===== src/sv/tccm_pkg.sv =====
// Shared types, fixed-point constants and the arctangent table for the
// tilt-compensated compass heading core. No dependencies.
package tccm_pkg;

    localparam int CORDIC_STEPS_DEF = 16;
    localparam int ATAN_LEN = 24;

    localparam logic [1:0] REG_BIAS_X = 2'd0;
    localparam logic [1:0] REG_BIAS_Y = 2'd1;
    localparam logic [1:0] REG_BIAS_Z = 2'd2;

    localparam logic signed [20:0] ANG_SCALE    = 21'sd291924;
    localparam logic signed [35:0] PI_Q30       = 36'sd3373259426;
    localparam logic signed [35:0] HALF_PI_Q30  = 36'sd1686629713;
    localparam logic signed [35:0] TWO_PI_Q30   = 36'sd6746518852;
    localparam logic signed [31:0] GAIN_INV_Q30 = 32'sd652032874;
    localparam logic signed [28:0] DEG64_Q16    = 29'sd240315917;
    localparam logic signed [18:0] HEAD_OFFSET  = 19'sd11520;
    localparam logic signed [18:0] HEAD_MAX     = 19'sd23040;

    // Per-transaction side data that rides along the whole pipeline.
    typedef struct packed {
        logic               vld;
        logic               err;
        logic signed [15:0] cx;
        logic signed [15:0] cy;
        logic signed [15:0] cz;
    } t_side;

    // Rotation-mode CORDIC state (sine and cosine).
    typedef struct packed {
        logic signed [31:0] x;
        logic signed [31:0] y;
        logic signed [35:0] th;
        logic               neg;
    } t_rot;

    // Vectoring-mode CORDIC state (atan2).
    typedef struct packed {
        logic signed [51:0] x;
        logic signed [51:0] y;
        logic signed [35:0] z;
        logic               zero;
    } t_vec;

    function automatic logic signed [35:0] atan_q30(input logic [4:0] idx);
        logic signed [35:0] v;
        case (idx)
            5'd0:    v = 36'sd843314856;
            5'd1:    v = 36'sd497837829;
            5'd2:    v = 36'sd263043836;
            5'd3:    v = 36'sd133525158;
            5'd4:    v = 36'sd67021686;
            5'd5:    v = 36'sd33543515;
            5'd6:    v = 36'sd16775850;
            5'd7:    v = 36'sd8388437;
            5'd8:    v = 36'sd4194282;
            5'd9:    v = 36'sd2097149;
            5'd10:   v = 36'sd1048575;
            5'd11:   v = 36'sd524287;
            5'd12:   v = 36'sd262143;
            5'd13:   v = 36'sd131071;
            5'd14:   v = 36'sd65535;
            5'd15:   v = 36'sd32767;
            5'd16:   v = 36'sd16383;
            5'd17:   v = 36'sd8191;
            5'd18:   v = 36'sd4095;
            5'd19:   v = 36'sd2047;
            5'd20:   v = 36'sd1023;
            5'd21:   v = 36'sd511;
            5'd22:   v = 36'sd255;
            5'd23:   v = 36'sd127;
            default: v = 36'sd0;
        endcase
        return v;
    endfunction

endpackage


===== src/sv/tccm_head.sv =====
// Converts the Q30 radian angle to a clamped heading in 1/64 degree.
// Two register stages: split partial products, then sum, round and clamp. Uses tccm_pkg.
module tccm_head (
    input  logic               i_clk,
    input  logic               i_en,
    input  logic signed [35:0] i_ang,
    input  logic               i_zero,
    output logic [14:0]        o_heading
);
    logic signed [35:0] w_ang;
    logic signed [47:0] n_p_hi;
    logic signed [47:0] n_p_lo;
    logic signed [47:0] r_p_hi;
    logic signed [47:0] r_p_lo;
    logic signed [63:0] w_sum;
    logic signed [18:0] w_h;
    logic [14:0]        n_heading;
    logic [14:0]        r_heading;

    // The angle is split into a signed upper part and an unsigned 17-bit lower part.
    always_comb begin
        w_ang  = i_zero ? 36'sd0 : i_ang;
        n_p_hi = $signed(w_ang[35:17]) * tccm_pkg::DEG64_Q16;
        n_p_lo = $signed({1'b0, w_ang[16:0]}) * tccm_pkg::DEG64_Q16;
    end

    always_comb begin
        w_sum = (64'(r_p_hi) <<< 17) + 64'(r_p_lo) + (64'sd1 <<< 45);
        w_h   = $signed(w_sum[63:46]) + tccm_pkg::HEAD_OFFSET;
        if (w_h[18]) begin
            n_heading = 15'd0;
        end else if (w_h > tccm_pkg::HEAD_MAX) begin
            n_heading = 15'(tccm_pkg::HEAD_MAX);
        end else begin
            n_heading = w_h[14:0];
        end
    end

    always_ff @(posedge i_clk) begin
        if (i_en) begin
            r_p_hi    <= n_p_hi;
            r_p_lo    <= n_p_lo;
            r_heading <= n_heading;
        end
    end

    assign o_heading = r_heading;
endmodule


===== config.mk =====
export PLATFORM = sky130hd
export DESIGN_NAME = tccm_head
export DESIGN_NICKNAME = d
export VERILOG_FILES = /design/src/sv/tccm_pkg.sv /design/src/sv/tccm_head.sv
export SDC_FILE = /design/constraint.sdc
export NUM_CORES = 1
export LEC_CHECK = 0
export BUFFER_PORTS_ARGS = -buffer_cell sky130_fd_sc_hd__buf_2
export CAP_MARGIN = 20
export CORE_ASPECT_RATIO = 0.5
export CORE_MARGIN = 10
export CORE_UTILIZATION = 45
export CTS_CLUSTER_SIZE = 20
export DETAILED_ROUTE_END_ITERATION = 10
export GPL_TIMING_DRIVEN = 0
export MAX_ROUTING_LAYER = met4
export PLACE_DENSITY_LB_ADDON = 0.3
export SETUP_SLACK_MARGIN = 0.2
export SYNTH_ARGS = -nofsm -noshare
export SYNTH_HDL_FRONTEND = slang
export SYNTH_SLANG_ARGS = --single-unit

===== constraint.sdc =====
create_clock -name i_clk -period 18.4 [get_ports i_clk]
set_input_delay 0.92 -clock i_clk [delete_from_list [all_inputs] [get_ports i_clk]]
set_output_delay 0.92 -clock i_clk [all_outputs]
set_load 0.01 [all_outputs]

==> run_results.csv <==
group,metric,value,unit
drt,drcViolationCount,0,
worst_setup_path,crit_fanout,10,
sta,fmaxAchievable,108.0,MHz
placement,dp_cells,2742,
drt,post_drt_wl_per_cell,17.90,um
job,max-cap-violations,0,
die,start_util,45.43,%
cts,cts_made_buffers,9,
finish,syn_to_final_growth,6.671,%
drt,drt_pass1_iterations,7,
finish,fillers,4390,
drt,drtIter0Drc,702,
sta,skew,0.01268,ns
global_route,grt_max_degree,74,
yosys,yosys_most_used_dff,"edfxtp_1",
sta,final_max_slew_viol_count,0,
drt,drt-vias-per-instance,5.100,
hold_path,min_path_type,"reg -> reg",
finish,final_cells,2758,
die,die_y,173.6,um
worst_setup_path,crit_type,"in -> reg",
sta,rsz0062_at_grt,"false",
power_and_ir_drop,power_switching_share,50.55,%
cts,cts_buffer_depth,2,
power_and_ir_drop,power_density,162.3,nW/um^2
power_and_ir_drop,p_int,1817,uW
power_and_ir_drop,power_frac_comb,81.1,%
finish,antenna_cells,0,
cts,cts.htree.levels,3,
sta,finalCritPeriodShare,50.30,%
die,core_area,46730,um^2
cts,hold_buffers,0,
yosys,synth_warnings,0,
sta,hold_violations,0,
yosys,synth_cell_types,72,
drt,wl,49.38,mm
yosys,syn_nets,2883,
sta,fin_ws,9.144,ns
yosys,ys_ff_latch,90,
cts,cts_tree,"done",
sta,setup_viol,0,
global_route,globalRoute.totalOverflow,0,
worst_setup_path,reg2reg_slack,13.78,ns
global_route,grt_pass1_vias,15149,
finish,drive_gt1_share,4.481,%
outcome,status,"completed",
sta,worstMarginPinSlew,1.040,ns
power_and_ir_drop,seq_power_share,13.7,%
worst_setup_path,worstPathArrival,9.35,ns
placement,gp_congestion,0.9890,
global_route,grt_pass1_wl,82.49,mm
die,dieArea,56800,um^2
yosys,synth_edf_count,90,
global_route,antenna_found_initial,1,
sta,slew_headroom,30.53,%
worst_setup_path,cpPeakStageDelay,0.75,ns
yosys,seq_area_frac_synth,12.73,%
die,ios,54,
yosys,netlist_area,21230,um^2
drt,final_antenna_net_count,0,
yosys,syn_area_per_cell,10.37,um^2
die,die_w,327.2,um
worst_setup_path,path_common_cell,"fa_1",
drt,dr_total_vias,14065,
worst_setup_path,crit_required,18.49,ns
worst_setup_path,endpoint_kind,"flop",
cts,post_cts_resized,0,
sta,tns,0,ns
cts,cts_num_sinks,90,
yosys,synth-async-reset-ratio,0,%
yosys,netlist_instances,2048,
placement,numPortBuffers,53,
power_and_ir_drop,ir_worst_vdd,0.1527,mV
power_and_ir_drop,p_sw,1858,uW
placement,dp_hpwl,44.06,mm
sta,post-route-min-period,9.256,ns
global_route,grt_usage,18.79,%
power_and_ir_drop,clkPwrFrac,5.2,%
cts,clkTransAtPathRegs,0.06,ns
power_and_ir_drop,p_leak,0.01232,uW
cts,clock_latency,0.36,ns
placement,place_ws,8.846,ns
finish,fin_nets,2950,
die,row_count,56,
worst_setup_path,slowest_stage,"clkbuf_1",
worst_setup_path,start_kind,"input port",
cts,cts_setup_buffers,0,
cts,cts_root_buffer,"clkbuf_16",
[through the flow]
step | total power (uW) | hold WS (ns) | instance area (um^2) | utilization (%)
finish | 3675 | 0.6916 | 22650 | 48.46
global route | 4130 | 0.7202 | 22650 | 48.46
CTS | 3712 | 0.7004 | 22650 | 48.46
detailed placement | 3493 | 0.6606 | 22350 | 47.82
global placement | 3448 | 0.6756 | 22300 | 47.71
floorplan | 2737 | 0.6085 | 21230 | -
[flip-flops by register name, indices dropped and copies added, names as in the netlist]
| register | count |
|---|---|
| o_heading | 15 |
| r_p_lo | 28 |
| r_p_hi | 47 |
[worst paths after layout]
check / startpoint / end / depth (start not counted)
min: r_p_hi[35] / o_heading[6] / 2
max: i_zero / r_p_hi[46] / 26
max reg2reg: r_p_hi[9] / o_heading[12] / 18
min reg2reg: r_p_hi[35] / o_heading[6] / 2
[layout by cell type (no fill, tap or decap), drive strengths merged, types with 28 or more instances in the layout]
cell type	netlist	layout
nor2	49	49
edfxtp	90	90
xor2	28	28
inv	586	589
a21oi	75	75
fa	341	341
a21o	45	45
xnor2	56	56
ha	455	455
buf	0	56
nand2	35	35
nand2b	36	36
[layout make-up]
type | instances | area [um^2] | share of cell area [%]
Multi-Input combinational cell | 1362 | 16290 | 71.94
Sequential cell | 90 | 2703 | 11.93
Inverter | 586 | 2200 | 9.712
Tap cell | 638 | 798.3 | 3.525
Timing Repair Buffer | 56 | 317.8 | 1.403
Clock buffer | 9 | 225.2 | 0.9944
Clock inverter | 7 | 75.07 | 0.3315
Buffer | 10 | 37.54 | 0.1657
[power groups by stage]
| stage | Sequential [uW] | Clock, uW | Combinational (uW) |
|---|---|---|---|
| finish | 502 | 191 | 2980 |
| floorplan | 492 | 0 | 2250 |
| CTS | 502 | 196 | 3010 |
| detailed placement | 506 | 0 | 2990 |
| global placement | 504 | 0 | 2940 |
| global route | 512 | 204 | 3410 |
[synth_stat cells (2+ instances only)]
library cell / number / area [um^2]
o31ai_1: 6 / 45.04
and3_1: 13 / 81.33
a211oi_1: 10 / 75.07
nand4_1: 16 / 100.1
ha_1: 455 / 5693
nand2b_1: 36 / 225.2
o31a_1: 3 / 26.28
a2111oi_0: 2 / 17.52
nand2_1: 34 / 127.6
o2111ai_1: 5 / 43.79
and2_1: 5 / 31.28
o21a_1: 7 / 52.55
and4_1: 6 / 52.55
xor2_1: 28 / 245.2
a31oi_1: 7 / 43.79
nor3b_2: 2 / 25.02
a22o_1: 2 / 17.52
a221o_1: 3 / 30.03
inv_1: 586 / 2200
a211oi_2: 2 / 25.02
nor2b_1: 27 / 168.9
clkbuf_1: 10 / 37.54
a31o_2: 2 / 17.52
nor3_1: 14 / 70.07
a211o_1: 5 / 43.79
or2_2: 4 / 25.02
o21bai_1: 10 / 75.07
xnor2_1: 56 / 490.5
nor2_1: 49 / 183.9
a21o_1: 45 / 337.8
edfxtp_1: 90 / 2703
fa_1: 341 / 6827
or3_1: 5 / 31.28
nand3_1: 18 / 90.09
o211ai_1: 7 / 52.55
a221oi_1: 3 / 26.28
mux2i_1: 3 / 30.03
a21boi_0: 2 / 15.01
a21oi_1: 73 / 365.4
o21ai_0: 24 / 120.1
[worst max-delay path: cells and delay by family]
family | cells | cell delay, ns
simple gates | 2 | 0.56
xor+xnor | 1 | 0.13
fa+ha+maj | 8 | 3.79
compound gates | 7 | 2.24
buf+inv | 8 | 1.67
[per-layer routing]
metal	wire, um	track usage [%]
met2	23180	30.27
met3	1932	2.118
met5	0	-
met4	1281	5.077
met1	22990	24.94
[cell families after synthesis]
group | share of synthesized area, %
fa+ha+maj | 58.97
xor+xnor | 3.465
flops | 12.73
compound gates | 7.767
mux | 0.2121
buf+inv | 10.54
simple gates | 6.323
Power figures use the tool's default switching activity.
