--- config.mk ---
export PLATFORM = sky130hd
export DESIGN_NAME = tccm_rot_stage
export DESIGN_NICKNAME = d
export VERILOG_FILES = /design/src/sv/tccm_pkg.sv /design/src/sv/tccm_rot_stage.sv
export SDC_FILE = /design/constraint.sdc
export NUM_CORES = 1
export LEC_CHECK = 0
export CORE_MARGIN = 2
export CORE_UTILIZATION = 57
export DETAILED_ROUTE_END_ITERATION = 8
export DONT_BUFFER_PORTS = 1
export GPL_TIMING_DRIVEN = 0
export PLACE_DENSITY = 0.72
export SLEW_MARGIN = 15
export SYNTH_ARGS = -nofsm -noshare
export SYNTH_HDL_FRONTEND = slang
export SYNTH_SLANG_ARGS = --single-unit
--- constraint.sdc ---
create_clock -name i_clk -period 5.47 [get_ports i_clk]
set_clock_uncertainty 0.2 [all_clocks]
set_input_delay 1.094 -clock i_clk [delete_from_list [all_inputs] [get_ports i_clk]]
set_output_delay 1.094 -clock i_clk [all_outputs]
set_load 0.005 [all_outputs]
--- src/sv/tccm_pkg.sv ---
// Shared types, fixed-point constants and the arctangent table for the
// tilt-compensated compass heading core. No dependencies.
package tccm_pkg;

    localparam int CORDIC_STEPS_DEF = 16;
    localparam int ATAN_LEN = 24;

    localparam logic [1:0] REG_BIAS_X = 2'd0;
    localparam logic [1:0] REG_BIAS_Y = 2'd1;
    localparam logic [1:0] REG_BIAS_Z = 2'd2;

    localparam logic signed [20:0] ANG_SCALE    = 21'sd291924;
    localparam logic signed [35:0] PI_Q30       = 36'sd3373259426;
    localparam logic signed [35:0] HALF_PI_Q30  = 36'sd1686629713;
    localparam logic signed [35:0] TWO_PI_Q30   = 36'sd6746518852;
    localparam logic signed [31:0] GAIN_INV_Q30 = 32'sd652032874;
    localparam logic signed [28:0] DEG64_Q16    = 29'sd240315917;
    localparam logic signed [18:0] HEAD_OFFSET  = 19'sd11520;
    localparam logic signed [18:0] HEAD_MAX     = 19'sd23040;

    // Per-transaction side data that rides along the whole pipeline.
    typedef struct packed {
        logic               vld;
        logic               err;
        logic signed [15:0] cx;
        logic signed [15:0] cy;
        logic signed [15:0] cz;
    } t_side;

    // Rotation-mode CORDIC state (sine and cosine).
    typedef struct packed {
        logic signed [31:0] x;
        logic signed [31:0] y;
        logic signed [35:0] th;
        logic               neg;
    } t_rot;

    // Vectoring-mode CORDIC state (atan2).
    typedef struct packed {
        logic signed [51:0] x;
        logic signed [51:0] y;
        logic signed [35:0] z;
        logic               zero;
    } t_vec;

    function automatic logic signed [35:0] atan_q30(input logic [4:0] idx);
        logic signed [35:0] v;
        case (idx)
            5'd0:    v = 36'sd843314856;
            5'd1:    v = 36'sd497837829;
            5'd2:    v = 36'sd263043836;
            5'd3:    v = 36'sd133525158;
            5'd4:    v = 36'sd67021686;
            5'd5:    v = 36'sd33543515;
            5'd6:    v = 36'sd16775850;
            5'd7:    v = 36'sd8388437;
            5'd8:    v = 36'sd4194282;
            5'd9:    v = 36'sd2097149;
            5'd10:   v = 36'sd1048575;
            5'd11:   v = 36'sd524287;
            5'd12:   v = 36'sd262143;
            5'd13:   v = 36'sd131071;
            5'd14:   v = 36'sd65535;
            5'd15:   v = 36'sd32767;
            5'd16:   v = 36'sd16383;
            5'd17:   v = 36'sd8191;
            5'd18:   v = 36'sd4095;
            5'd19:   v = 36'sd2047;
            5'd20:   v = 36'sd1023;
            5'd21:   v = 36'sd511;
            5'd22:   v = 36'sd255;
            5'd23:   v = 36'sd127;
            default: v = 36'sd0;
        endcase
        return v;
    endfunction

endpackage

--- src/sv/tccm_rot_stage.sv ---
// One registered rotation-mode CORDIC iteration for sine and cosine.
// Depends on tccm_pkg.
module tccm_rot_stage #(
    parameter int STEP = 0
) (
    input  logic           i_clk,
    input  logic           i_en,
    input  tccm_pkg::t_rot i_d,
    output tccm_pkg::t_rot o_q
);
    tccm_pkg::t_rot r_q;
    tccm_pkg::t_rot n_q;
    logic signed [35:0] w_atan;

    assign w_atan = tccm_pkg::atan_q30(5'(STEP));

    always_comb begin
        n_q = i_d;
        if (!i_d.th[35]) begin
            n_q.x  = i_d.x - (i_d.y >>> STEP);
            n_q.y  = i_d.y + (i_d.x >>> STEP);
            n_q.th = i_d.th - w_atan;
        end else begin
            n_q.x  = i_d.x + (i_d.y >>> STEP);
            n_q.y  = i_d.y - (i_d.x >>> STEP);
            n_q.th = i_d.th + w_atan;
        end
    end

    always_ff @(posedge i_clk) begin
        if (i_en) begin
            r_q <= n_q;
        end
    end

    assign o_q = r_q;
endmodule

==> results.txt <==
----------------------------------------------------
[Route]
  Via total after detailed routing ... 8379
  Initial drt markers ... 771
  Drt via density ... 6.253
  Remaining DRCs ... 0
  Final ANT Viol Nets ... 0
  Highest metal layer used by the detailed router ... met4
  Wirelength per Cell ... 19.95 um
  Routed metal-1 wire length ... 11400 um
  Met2 wire len ... 12510 um
  Met3 wire length ... 2191 um
  Post-detailed-routing wire length ... 26730 um
  Number of iterations in the first detailed-routing pass ... 5

[STA]
  Worst-case hold slack ... 0.6333 ns
  Setup repair after global routing missed its margin ... no
  Endpoints failing hold ... 0
  Least-Margin Pin Slew ... 0.8793 ns
  Max_slew headroom ... 41.38%
  Highest attainable clock frequency ... 193.1 MHz
  Setup-violating endpoint count in the final report ... 0
  Part of the cycle the worst path needs ... 94.66%
  Total count of max-transition violations in the final report ... 0
  Final period demand of the worst path ... 5.178 ns

[Final layout]
  Final net count ... 1347
  Multi-input gate area in the final layout ... 6088 um2
  Antenna Cells ... 0
  Relative area change from synthesis to final layout ... 5.981%
  Share of post-route cells with drive strength above 1 ... 3.214%
  Post-route cell area ... 10260 um2
  Number of flip-flops under the largest register name ... 100
  Area taken by flip-flops and latches ... 3003 um2
  Filler cell count ... 1487

[Clocking]
  Root Buffer ... sky130_fd_sc_hd__clkbuf_16
  Clock net sink count ... 100
  Htree depth ... 3
  # hold bufs at CTS ... 0
  CTS clock-pin slew for the worst setup and hold paths ... 0.07 ns
  Clock tree from TritonCTS ... built
  Clock tree buffer depth ... 2
  Total CTS buffers ... 9

[Synth]
  FF+latch count, synth ... 100
  Synthesized area per cell ... 8.781 um2
  Post-synthesis instance total ... 1103
  Distinct cell type count after synthesis ... 67
  Portion of the post-synthesis area used by sequential elements ... 31.00%
  Area contributors post-synth ... sky130_fd_sc_hd__edfxtp_1 31%, sky130_fd_sc_hd__ha_1 16%, sky130_fd_sc_hd__a21oi_1 6.8%
  Post-synth EDFFs ... 100
  Library cell with the highest instance count after synthesis ... sky130_fd_sc_hd__a21oi_1
  Dominant cell type by area after synthesis ... sky130_fd_sc_hd__edfxtp_1
  Cell area after technology mapping ... 9686 um2
  Post-synth top cells ... 131 x sky130_fd_sc_hd__a21oi_1, 125 x sky130_fd_sc_hd__ha_1, 109 x sky130_fd_sc_hd__inv_1
  Yosys warning total ... 0
  Net Count, Synth ... 1335
  Proportion of synthesized flip-flops having asynchronous set or reset ... 0%
  Top flip-flop cell by instance count after synthesis ... sky130_fd_sc_hd__edfxtp_1
  Fraction of synthesized cell area taken by the top area cell type ... 31.00%

[GRT]
  Maximum number of pins on one net before global-route repair ... 101
  First-pass GRT wire length ... 41660 um
  Via count of the first global-routing pass ... 7916
  Number of antenna violations at the first check in global routing ... 0
  Overflow left after global routing ... 0
  Gr usage total ... 29.03%

[Pwr]
  Combinational power share ... 32.3%
  Net switching power figure ... 0.8907 mW
  Int Pwr ... 1.656 mW
  Proportion of power drawn by the clock network ... 24.9%
  Sw frac ... 34.97%
  Overall power consumption ... 2.547 mW
  Power per cell area ... 248.1 nW/um2
  Largest vdd supply drop ... 158.9 uV
  Power share of the sequential group ... 42.8%
  P_leak ... 4.392 nW

[Status]
  Outcome ... completed

[Floorplan]
  Core area ... 16580 um2
  Number of core rows ... 47
  Effective utilization at floorplan ... 58.41%
  Die Wd ... 134.4 um
  Floorplan die height ... 134.4 um
  Number of ports placed on the die boundary ... 204
  Floorplan die area ... 18050 um2

[Place]
  Detailed Place HPWL ... 20690 um
  Weighted congestion reported at the end of routability-driven placement ... 0.9485
  Quantity of I/O buffers inserted on ports ... 0
  Instance area at placement ... 9962 um2

[Critical path]
  Worst endpoint data arrival time ... 5.08 ns
  WS Path Type ... input port to flip-flop
  Max Fanout on Critical Path ... 26
  Kind of end point of the critical path ... flip-flop
  Crit path launch type ... input port
  Required time at the worst-slack endpoint ... 5.38 ns

[Hold path]
  Worst hold path class ... input port to flip-flop

[Run]
  # Max-Cap Violations ... 0

----------------------------------------------------
layout by cell type (no fill, tap or decap), types with 5 or more instances in the layout:
| master | Yosys | routed |
|---|---|---|
| sky130_fd_sc_hd__mux2i_1 | 13 | 13 |
| sky130_fd_sc_hd__xnor2_1 | 72 | 72 |
| sky130_fd_sc_hd__inv_1 | 109 | 108 |
| sky130_fd_sc_hd__nor2b_1 | 14 | 14 |
| sky130_fd_sc_hd__a21o_1 | 31 | 31 |
| sky130_fd_sc_hd__ha_1 | 125 | 125 |
| sky130_fd_sc_hd__nor3_1 | 20 | 20 |
| sky130_fd_sc_hd__a31oi_1 | 9 | 9 |
| sky130_fd_sc_hd__o21bai_1 | 26 | 26 |
| sky130_fd_sc_hd__nand2_1 | 53 | 53 |
| sky130_fd_sc_hd__nand2b_1 | 11 | 11 |
| sky130_fd_sc_hd__and3_1 | 9 | 9 |
| sky130_fd_sc_hd__a211oi_1 | 11 | 11 |
| sky130_fd_sc_hd__o211ai_1 | 10 | 10 |
| sky130_fd_sc_hd__nand4_1 | 13 | 13 |
| sky130_fd_sc_hd__o31ai_1 | 12 | 12 |
| sky130_fd_sc_hd__nor4_1 | 5 | 5 |
| sky130_fd_sc_hd__a21oi_1 | 131 | 131 |
| sky130_fd_sc_hd__clkbuf_1 | 31 | 29 |
| sky130_fd_sc_hd__o21a_1 | 13 | 13 |
| sky130_fd_sc_hd__a2111oi_0 | 5 | 5 |
| sky130_fd_sc_hd__xor2_1 | 19 | 19 |
| sky130_fd_sc_hd__nand3_1 | 11 | 11 |
| sky130_fd_sc_hd__o21ai_0 | 74 | 74 |
| sky130_fd_sc_hd__clkbuf_16 | 0 | 9 |
| sky130_fd_sc_hd__or3_1 | 7 | 7 |
| sky130_fd_sc_hd__edfxtp_1 | 100 | 100 |
| sky130_fd_sc_hd__nor2_1 | 85 | 85 |
| sky130_fd_sc_hd__buf_1 | 7 | 7 |
path summary, 6_finish.rpt:
kind	start	endpoint	slack [ns]	cells after the start
max	i_d[36]	o_q[34]	0.29	14
min	i_d[2]	o_q[2]	0.63	0
logic make-up (layout without fill, tap and decap cells):
group	after synthesis	after routing	share of synthesized area (%)
xor gates and xnor gates	91	91	8.229
adders and majority gates	129	129	16.97
and+or+nand+nor	243	243	11.94
buffers and inverters	155	172	6.136
DFF	100	100	31.00
muxes	13	13	1.343
AOI/OAI and AO/OA	372	372	24.38
metal layers:
layer  vias to the layer above  global-route usage [%]
met2                       397                   48.70
met4                         0                   9.123
li1                       3986                       -
met5                         -                       0
met3                        48                   4.460
met1                      3948                   38.67
critical path, stage by stage:
cell	delay, ns
sky130_fd_sc_hd__clkbuf_1	0.42
sky130_fd_sc_hd__clkinvlp_4	0.24
sky130_fd_sc_hd__clkbuf_4	0.38
sky130_fd_sc_hd__ha_1	0.45
sky130_fd_sc_hd__and3_1	0.21
sky130_fd_sc_hd__a211oi_1	0.29
sky130_fd_sc_hd__a31oi_1	0.18
sky130_fd_sc_hd__o21a_1	0.22
sky130_fd_sc_hd__o21ai_1	0.35
sky130_fd_sc_hd__a31oi_1	0.21
sky130_fd_sc_hd__a41o_1	0.35
sky130_fd_sc_hd__a221oi_2	0.37
sky130_fd_sc_hd__o21bai_1	0.14
sky130_fd_sc_hd__xor2_1	0.15
cell type report:
| cell class | count | area share (%) |
|---|---|---|
| clock inverters | 7 | 0.5851 |
| well taps | 220 | 2.682 |
| flip-flops and latches | 100 | 29.25 |
| multi-input cells | 848 | 59.31 |
| repair buffers | 2 | 0.1463 |
| plain buffers | 43 | 1.731 |
| inverters | 111 | 4.096 |
| clock buffers | 9 | 2.194 |
repair_timing:
action | in CTS | in global routing
setup buffers | 0 | 2
endpoints found under the setup margin | 9 | 3
resized for setup | 1 | 1
power groups by stage:
stage | combinational, mW | sequential [mW] | clock, mW
after floorplan | 0.621 | 1.08 | 0
after global placement | 0.795 | 1.11 | 0
after detailed placement | 0.799 | 1.11 | 0
after CTS | 0.806 | 1.09 | 0.643
after global routing | 0.907 | 1.10 | 0.667
final | 0.824 | 1.09 | 0.633
per-stage QoR:
step | setup slack (ns) | utilization (%) | setup TNS [ns] | std cells
global placement | -1.328 | 60.06 | -17.28 | 1323
global route | 0.1428 | 61.90 | 0 | 1340
detailed placement | -0.6812 | 60.07 | -5.614 | 1323
finish | 0.2921 | 61.90 | 0 | 1340
CTS | 0.1429 | 61.79 | 0 | 1338
floorplan | 0.3081 | - | 0 | 1103
No activity file was read; power rests on OpenSTA's default activity.
